### src/rtl/nearest_centroid_search_assert.svh
// assertion macros for the nearest centroid search rtl
`ifndef NEAREST_CENTROID_SEARCH_ASSERT_SVH
`define NEAREST_CENTROID_SEARCH_ASSERT_SVH

// same-cycle implication
`define NCS_ASSERT_IMP(lbl, clk, rst_n, ante, cons, msg) \
    lbl: assert property (@(posedge clk) disable iff (!rst_n) (ante) |-> (cons)) \
        else $error(msg);

// next-cycle implication
`define NCS_ASSERT_NXT(lbl, clk, rst_n, ante, cons, msg) \
    lbl: assert property (@(posedge clk) disable iff (!rst_n) (ante) |=> (cons)) \
        else $error(msg);

`endif

### src/rtl/ncs_pkg.sv
// shared types and constants of the nearest centroid search block
package ncs_pkg;

    localparam int CIDX_W = 10;
    localparam int EIDX_W = 7;
    localparam int VAL_W  = 16;
    localparam int IDX_W  = 10;
    localparam int DIST_W = 39;
    localparam int CFG_W  = 11;

    localparam logic [CFG_W-1:0] CFG_RESET = 11'd1024;

    localparam logic CMD_LOAD  = 1'b0;
    localparam logic CMD_QUERY = 1'b1;

    localparam int Q_DEPTH = 4;
    localparam int Q_PTR_W = $clog2(Q_DEPTH);
    localparam int Q_CNT_W = $clog2(Q_DEPTH + 1);

    typedef enum logic [1:0] {
        S_IDLE,
        S_RUN,
        S_DRAIN
    } t_state;

    typedef struct packed {
        logic              wr_cent;
        logic              wr_qry;
        logic              search;
        logic              full_dims;
        logic [CIDX_W-1:0] cidx;
        logic [EIDX_W-1:0] eidx;
        logic [VAL_W-1:0]  value;
    } t_op;

    typedef struct packed {
        logic valid;
        t_op  op;
    } t_op_req;

endpackage

### src/rtl/ncs_queue.sv
// short operation queue between front and back
module ncs_queue (
    input  logic             i_clk,
    input  logic             i_rst_n,
    input  ncs_pkg::t_op_req i_push,
    output logic             o_full,
    output ncs_pkg::t_op_req o_head,
    input  logic             i_pop
);
    import ncs_pkg::*;

    t_op                r_mem [Q_DEPTH];
    logic [Q_PTR_W-1:0] r_wr_ptr;
    logic [Q_PTR_W-1:0] r_rd_ptr;
    logic [Q_CNT_W-1:0] r_count;
    logic [Q_CNT_W-1:0] n_count;

    always_comb begin
        n_count = r_count;
        if (i_push.valid && !i_pop) begin
            n_count = r_count + Q_CNT_W'(1);
        end else if (!i_push.valid && i_pop) begin
            n_count = r_count - Q_CNT_W'(1);
        end
    end

    always_ff @(posedge i_clk) begin
        if (!i_rst_n) begin
            r_wr_ptr <= '0;
            r_rd_ptr <= '0;
            r_count  <= '0;
        end else begin
            if (i_push.valid) begin
                r_wr_ptr <= r_wr_ptr + Q_PTR_W'(1);
            end
            if (i_pop) begin
                r_rd_ptr <= r_rd_ptr + Q_PTR_W'(1);
            end
            r_count <= n_count;
        end
    end

    always_ff @(posedge i_clk) begin
        if (i_push.valid) begin
            r_mem[r_wr_ptr] <= i_push.op;
        end
    end

    assign o_full       = r_count == Q_CNT_W'(Q_DEPTH);
    assign o_head.valid = r_count != '0;
    assign o_head.op    = r_mem[r_rd_ptr];

endmodule

### config.mk
export PLATFORM = sky130hd
export DESIGN_NAME = ncs_queue
export DESIGN_NICKNAME = d
export VERILOG_FILES = /design/src/rtl/nearest_centroid_search_assert.svh /design/src/rtl/ncs_pkg.sv /design/src/rtl/ncs_queue.sv
export SDC_FILE = /design/constraint.sdc
export NUM_CORES = 1
export LEC_CHECK = 0
export BUFFER_PORTS_ARGS = -buffer_cell sky130_fd_sc_hd__buf_2
export CORE_ASPECT_RATIO = 0.5
export CORE_MARGIN = 5
export CORE_UTILIZATION = 55
export DETAILED_ROUTE_END_ITERATION = 10
export PLACE_DENSITY_LB_ADDON = 0.15
export SLEW_MARGIN = 20
export SYNTH_ARGS = -nofsm -noshare
export SYNTH_HDL_FRONTEND = slang
export SYNTH_SLANG_ARGS = --single-unit
### constraint.sdc
create_clock -name i_clk -period 3.4 [get_ports i_clk]
set_clock_uncertainty 0.1 [all_clocks]
set_input_delay 0.68 -clock i_clk [delete_from_list [all_inputs] [get_ports i_clk]]
set_output_delay 0.68 -clock i_clk [all_outputs]
set_load 0.005 [all_outputs]
==> results of run 1 <==
-- cells by family (layout without fill, tap and decap cells) --
logic type      after synthesis  after routing  synth area share [%]
compound gates                2              2                 0.214
mux                          39             39                  15.1
xor+xnor                      5              5                 0.750
fa+ha+maj                     6              6                  1.41
buf+inv                      12            122                  1.82
simple gates                 15             15                  1.58
flops                       157            157                  79.2
-- worst paths after layout --
path	from	end	slack [ns]	depth (start not counted)
max	flop	o_head[1]	0.55	3
min	i_push[24]	r_mem[1][24]$_DFFE_PP_	0.38	1
max reg2reg	r_wr_ptr[1]$_SDFFE_PN0P_	r_mem[1][14]$_DFFE_PP_	1.50	4
min reg2reg	r_count[2]$_SDFFE_PN0P_	r_count[2]$_SDFFE_PN0P_	0.41	2
-- layer usage --
metal	wire length (µm)	GRT usage [%]	vias to the layer above	share of wire [%]
li1	-	-	1188	-
met1	4390	22.3	1395	43
met2	5060	26.8	67	50
met3	576	6.02	11	5.7
met4	106	5.00	0	1.0
met5	0	0	-	0
-- final cells by class --
cell class	instances	area [µm²]
flip-flops and latches	157	4630
fillers	656	3240
multi-input cells	67	1120
repair buffers	86	460
clock buffers	18	429
clock inverters	14	215
well taps	140	175
inverters	4	15.0
-- report_power, final --
part / internal, mW / total, mW / switching, mW
registers: 2.22 / 2.26 / 0.0459
clock network: 1.30 / 2.03 / 0.730
logic: 0.196 / 0.369 / 0.174
total: 3.72 / 4.67 / 0.949
-- synth_stat cells --
cell        n  area share (%)
buf_2       3            0.26
o21ai_0     1           0.086
mux4_2     30              12
dfxtp_1     9             3.1
inv_1       4            0.26
edfxtp_1  148              76
mux4_1      7             3.1
xor2_1      3            0.45
nor3b_1     1            0.13
nor2b_1     2            0.21
buf_6       1            0.19
a21boi_0    1            0.13
xnor2_1     2            0.30
and2_1      9            0.96
mux2i_1     2            0.34
clkbuf_2    1           0.086
fa_1        1            0.34
ha_1        5             1.1
nand2_1     1           0.064
or3_1       2            0.21
buf_12      3             1.0
-- registers in the layout, summed over array words and instances, names as in the netlist, named ones only --
name	count
r_rd_ptr	2
r_wr_ptr	2
r_count	3
r_mem	148
-- per-stage QoR --
stage	total power [mW]	hold WS (ns)	area, µm²
floorplan	2.52	0.367	5840
global placement	2.67	0.377	6390
detailed placement	2.68	0.413	6390
CTS	4.71	0.366	7040
global route	4.84	0.366	7040
finish	4.67	0.375	7040
==> flow_summary.yaml, run 1 <==
outcome:
  outcome: "completed"
routing:
  firstDrtPassIters: 4
  via_per_inst: 5.48
  drtIter0Drc: 138
  vias: 2661
  ant_nets: 0
  wirelength_mm: 10.1
  routedWlPerCell_um: 20.8
  drc: 0
cts:
  cts_buffers: 17
  htreeDepth: 4
  worst_setup_hold_path_clk_slew_ns: 0.06
  cts-root-buf: "clkbuf_16"
  tritoncts: "yes"
  postCtsSetupBuffers: 0
  cts_sinks: 157
  post_cts_resized: 0
  clockBufferDepth: 2
  clk_latency_ns: 0.42
  postCtsHoldBufs: 0
yosys:
  yosys_warnings: 0
  avgSynthCellArea_um2: 24.8
  syn-cell-area_um2: 5840
  ys_seq_area_share_pct: 79.2
  synth.distinct_cells: 21
  syn_inst: 236
  synth-seq-cells: 157
  syn-num-nets: 283
floorplan:
  core_um2: 10300
  die_area_um2: 12900
  chipWidth_um: 156
  start_util_pct: 56.8
  pin_count: 80
  rows: 26
  die_h_um: 82.9
critical_path:
  cpPeakStageDelay_ns: 0.63
  arrival_ns: 2.07
  worst-setup-path-type: "flop to primary output"
  endpoint_kind: "primary output"
  crit_buf_inv: 2
  required_ns: 2.62
  critPathMaxFanout: 24
  cp_slowest_cell: "dfxtp_2"
  crit_chain: "buf_12 -> mux4_2 -> buf_2"
  critical_path.top_delay_family: "flip-flops"
  start_kind: "flop"
timing:
  worstMarginPinSlew_ns: 0.596
  min_period_over_period_pct: 83.9
  layout_setup_ws_ns: 0.547
  rsz0062_at_grt: "false"
  drv_slew: 0
  max_slew_margin_pct: 60.3
  fmax_mhz: 351
  min_period_ns: 2.85
  fin_setup_tns_ns: 0
  hold_violations: 0
  setup_viol: 0
power_and_ir_drop:
  powerDensity_nw_per_um2: 663
  ir_worst_vdd_v: 0.000424
  p_leak_nw: 2.45
final_layout:
  final_common_cell: "edfxtp_1"
  num_antenna_cells: 0
  syn_to_final_growth_pct: 20.5
  fin_util_pct: 68.5
  drive_above_1_share_pct: 43.9
  instances_no_fill: 486
  nets: 380
  layout_common_cells: "148 x edfxtp_1, 79 x buf_2, 30 x mux4_2"
global_route:
  grt_use_total_pct: 16.9
  grt_pass1_wl_mm: 16.2
  grt_max_degree: 25
  grt_pass1_vias: 2934
  grt_overflow: 0
  antenna_found_initial: 0
place:
  place_congestion: 0.697
  port_buffers: 79
  placed_cells: 454
  pre_cts_slack_ns: 0.952
  dp_hpwl_mm: 6.47
hold_path:
  worstHoldPathType: "input port to flop"
job:
  maxCapViolCount: 0
Note: power is estimated with default switching activity, not from simulation.
==> run 2, diff against run 1 <==
==> constraint.sdc (replaced) <==
create_clock -name i_clk -period 2.7 [get_ports i_clk]
set_clock_uncertainty 0.1 [all_clocks]
set_input_delay 0.54 -clock i_clk [delete_from_list [all_inputs] [get_ports i_clk]]
set_output_delay 0.54 -clock i_clk [all_outputs]
set_load 0.005 [all_outputs]
==> flow_summary.yaml, run 2 (synthesized netlist as in run 1, its figures left out) <==
routing:
  vias: 2647
  routedWlPerCell_um: 20.2
  firstDrtPassIters: 4
  ant_nets: 0
  wirelength_mm: 9.84
  drtIter0Drc: 161
  drc: 0
  via_per_inst: 5.42
timing:
  drv_slew: 0
  worstMarginPinSlew_ns: 0.562
  setup_viol: 0
  min_period_over_period_pct: 92.5
  hold_violations: 0
  min_period_ns: 2.50
  max_slew_margin_pct: 62.5
  fmax_mhz: 400
  rsz0062_at_grt: "false"
  fin_setup_tns_ns: 0
final_layout:
  nets: 383
  top_register: "r_mem"
  num_antenna_cells: 0
  syn_to_final_growth_pct: 20.3
  largest_reg_flops: 148
  final_common_cell: "edfxtp_1"
  instances_no_fill: 488
  fill_cells: 681
  reg_top3: "r_mem (148), r_count (3)"
  layout_common_cells: "148 x edfxtp_1, 79 x buf_2, 30 x mux4_2"
  final_area_um2: 7030
  drive_above_1_share_pct: 44.5
power_and_ir_drop:
  p_leak_nw: 2.44
  power_mw: 5.69
  powerDensity_nw_per_um2: 809
  ir_worst_vdd_v: 0.000517
floorplan:
  core_um2: 10300
  die_h_um: 82.9
  die_area_um2: 12900
  rows: 26
  chipWidth_um: 156
  pin_count: 80
  start_util_pct: 56.8
critical_path:
  required_ns: 2.06
  endpoint_kind: "primary output"
  crit_chain: "buf_4 -> mux4_1 -> buf_2"
  r2r_end: "r_mem[0][10]$_DFFE_PP_"
  cpPeakStageDelay_ns: 0.61
  arrival_ns: 1.86
  cp_slowest_cell: "mux4_1"
  rr_worst_depth: 4
  critPathMaxFanout: 21
  start_kind: "flop"
  worst-setup-path-type: "flop to primary output"
  rrSetupSlack_ns: 0.90
  r2r-start: "r_wr_ptr[0]$_SDFFE_PN0P_"
place:
  place_area_um2: 6430
  port_buffers: 79
  placed_cells: 457
  place_congestion: 0.759
  dp_hpwl_mm: 6.20
cts:
  worst_setup_hold_path_clk_slew_ns: 0.06
  cts_sinks: 157
  post_cts_resized: 0
  clockBufferDepth: 2
  cts_buffers: 17
  cts-root-buf: "clkbuf_16"
  postCtsSetupBuffers: 0
  clk_latency_ns: 0.41
  htreeDepth: 4
  postCtsHoldBufs: 0
  tritoncts: "yes"
global_route:
  grt_use_total_pct: 16.6
  antenna_found_initial: 0
  grt_overflow: 0
  grt_pass1_wl_mm: 15.8
  grt_pass1_vias: 2869
  grt_max_degree: 38
hold_path:
  hold_depth: 1
  min_to: "r_mem[2][3]$_DFFE_PP_"
  hold_path_startpoint: "i_push[3]"
  worstHoldPathType: "input port to flop"
job:
  maxCapViolCount: 0
outcome:
  outcome: "completed"
==> run 2: changes by cell type in the layout (fill, tap and decap cells not counted), sizes merged <==
cell / previous run / this run
buf: 86 / 89
bufinv: 5 / 3
clkinv: 3 / 5
clkbuf: 18 / 17
clkinvlp: 4 / 5
inv: 6 / 5
==> run 2: layout make-up <==
type / instances / area, µm² / share of cell area (%)
timing repair buffer: 89 / 495 / 7.05
tap: 140 / 175 / 2.49
clock inverter: 14 / 171 / 2.44
clock buffer: 17 / 425 / 6.06
sequential: 157 / 4630 / 65.9
inverter: 4 / 15.0 / 0.214
multi-input combinational: 67 / 1120 / 15.9
==> run 2: worst max path at each step <==
stage | start | endpoint | slack, ns | depth (start not counted)
2_1_floorplan | i_push[37] | r_mem[0][0]$_DFFE_PP_ | 0.76 | 1
3_3_place_gp | flop | o_head[34] | 0.61 | 3
3_5_place_dp | i_push[37] | r_count[2]$_SDFFE_PN0P_ | 0.49 | 7
4_1_cts | flop | o_head[34] | 0.15 | 3
5_1_grt | flop | o_head[35] | 0.08 | 3
6_report | flop | o_head[34] | 0.20 | 3
==> run 2: per-stage QoR <==
| stage | setup WS [ns] | hold WS (ns) | utilization, % |
|---|---|---|---|
| after floorplan | 0.758 | 0.367 | - |
| after global placement | 0.609 | 0.380 | 62.5 |
| after detailed placement | 0.492 | 0.409 | 62.5 |
| after CTS | 0.145 | 0.215 | 68.3 |
| after global routing | 0.0806 | 0.215 | 68.3 |
| final | 0.202 | 0.235 | 68.3 |
==> run 2: per-layer routing <==
| layer | global-route usage, % | part of all wire (%) | up-vias |
|---|---|---|---|
| li1 | - | - | 1192 |
| met1 | 21.3 | 43 | 1386 |
| met2 | 25.9 | 50 | 54 |
| met3 | 6.13 | 5.3 | 15 |
| met4 | 6.99 | 1.8 | 0 |
| met5 | 0 | 0 | - |
==> run 2: critical path: cells and delay by family, from the launching register on <==
kind / cells / cell delay, ns
multiplexers: 1 / 0.61
flip-flops: 1 / 0.32
buffers and inverters: 2 / 0.51
==> run 2: power by group <==
| part | internal [mW] | leakage, nW | switching [mW] |
|---|---|---|---|
| sequential | 2.79 | 1.43 | 0.0367 |
| combinational | 0.249 | 0.731 | 0.238 |
| clock | 1.45 | 0.275 | 0.922 |
| total | 4.49 | 2.44 | 1.20 |
==> run 3, diff against run 2 <==
--- a/config.mk
+++ b/config.mk
@@ -8,7 +8,7 @@
 export BUFFER_PORTS_ARGS = -buffer_cell sky130_fd_sc_hd__buf_2
 export CORE_ASPECT_RATIO = 0.5
 export CORE_MARGIN = 5
-export CORE_UTILIZATION = 55
+export CORE_UTILIZATION = 57
 export DETAILED_ROUTE_END_ITERATION = 10
 export PLACE_DENSITY_LB_ADDON = 0.15
 export SLEW_MARGIN = 20
==> flow_summary.yaml, run 3 (synthesized netlist as in run 1, its figures left out) <==
critical_path:
  r2r-start: "r_wr_ptr[0]$_SDFFE_PN0P_"
  worst-setup-path-type: "flop to primary output"
  arrival_ns: 1.87
  start_kind: "flop"
  required_ns: 2.06
  critPathMaxFanout: 23
  endpoint_kind: "primary output"
routing:
  vias: 2688
  drc: 0
  firstDrtPassIters: 4
  routedWlPerCell_um: 20.1
  ant_nets: 0
  via_per_inst: 5.51
  drtIter0Drc: 140
  wirelength_mm: 9.80
cts:
  htreeDepth: 4
  worst_setup_hold_path_clk_slew_ns: 0.06
  postCtsHoldBufs: 0
  post_cts_resized: 0
  tritoncts: "yes"
  postCtsSetupBuffers: 0
  cts_buffers: 17
  cts_sinks: 157
  clk_latency_ns: 0.41
  clockBufferDepth: 2
  cts-root-buf: "clkbuf_16"
final_layout:
  final_area_um2: 6980
  top_register: "r_mem"
  num_antenna_cells: 0
  syn_to_final_growth_pct: 19.4
  layout_common_cells: "148 x edfxtp_1, 79 x buf_2, 30 x mux4_2"
  instances_no_fill: 488
  nets: 382
  largest_reg_flops: 148
  reg_top3: "r_mem (148), r_count (3)"
  final_common_cell: "edfxtp_1"
  drive_above_1_share_pct: 44.5
floorplan:
  die_area_um2: 12500
  rows: 26
  pin_count: 80
  core_um2: 10100
  chipWidth_um: 153
  start_util_pct: 57.7
  die_h_um: 81.6
hold_path:
  hold_path_startpoint: "i_push[25]"
  worstHoldPathType: "input port to flop"
timing:
  min_period_over_period_pct: 92.9
  rsz0062_at_grt: "false"
  setup_viol: 0
  max_slew_margin_pct: 60.4
  worstMarginPinSlew_ns: 0.594
  hold_violations: 0
  layout_setup_ws_ns: 0.191
  min_period_ns: 2.51
  drv_slew: 0
  fin_setup_tns_ns: 0
  fmax_mhz: 399
global_route:
  grt_overflow: 0
  grt_use_total_pct: 16.9
  grt_pass1_vias: 2903
  antenna_found_initial: 0
  grt_pass1_wl_mm: 15.4
  grt_max_degree: 34
place:
  place_congestion: 0.703
  placed_cells: 456
  port_buffers: 79
  pre_cts_slack_ns: 0.495
  place_area_um2: 6430
  dp_hpwl_mm: 6.33
power_and_ir_drop:
  ir_worst_vdd_v: 0.000432
  powerDensity_nw_per_um2: 783
  p_leak_nw: 2.41
outcome:
  outcome: "completed"
job:
  maxCapViolCount: 0
-- run 3: worst paths after layout --
path | to | slack (ns) | depth (start not counted)
setup reg to reg | r_mem[0][36]$_DFFE_PP_ | 0.92 | 4
hold reg to reg | r_count[2]$_SDFFE_PN0P_ | 0.44 | 2
setup / recovery | o_head[19] | 0.19 | 3
hold / removal | r_mem[0][25]$_DFFE_PP_ | 0.24 | 1
-- run 3: area by class of cell --
type / instances / area (µm²)
clock buffer: 17 / 425
timing repair buffer: 88 / 500
tap: 140 / 175
sequential: 157 / 4630
clock inverter: 15 / 116
multi-input combinational: 67 / 1120
inverter: 4 / 15.0
fill: 647 / 3140
-- run 3: power by group --
group / switching (mW) / internal (mW)
clock network: 0.959 / 1.18
logic: 0.231 / 0.251
registers: 0.0438 / 2.79
-- run 3: per-stage QoR --
stage	hold WS, ns	power [mW]	utilization [%]
after floorplan	0.367	3.17	-
final	0.243	5.46	68.9
after global placement	0.381	3.36	63.6
after global routing	0.220	5.67	68.9
after CTS	0.224	5.51	68.9
after detailed placement	0.427	3.38	63.6
-- run 3: metal layers --
metal	global-route usage (%)	wire, µm	up-vias	share of wire, %
met2	27.6	4820	70	49
met3	6.21	521	10	5.3
li1	-	-	1198	-
met1	21.6	4360	1410	44
met4	5.60	92	0	0.94
met5	0	0	-	0
-- run 3: critical path, cell delays in order (launching register included) --
cell     delay (ns)
dfxtp_2        0.32
buf_4          0.39
mux4_2         0.58
buf_2          0.14
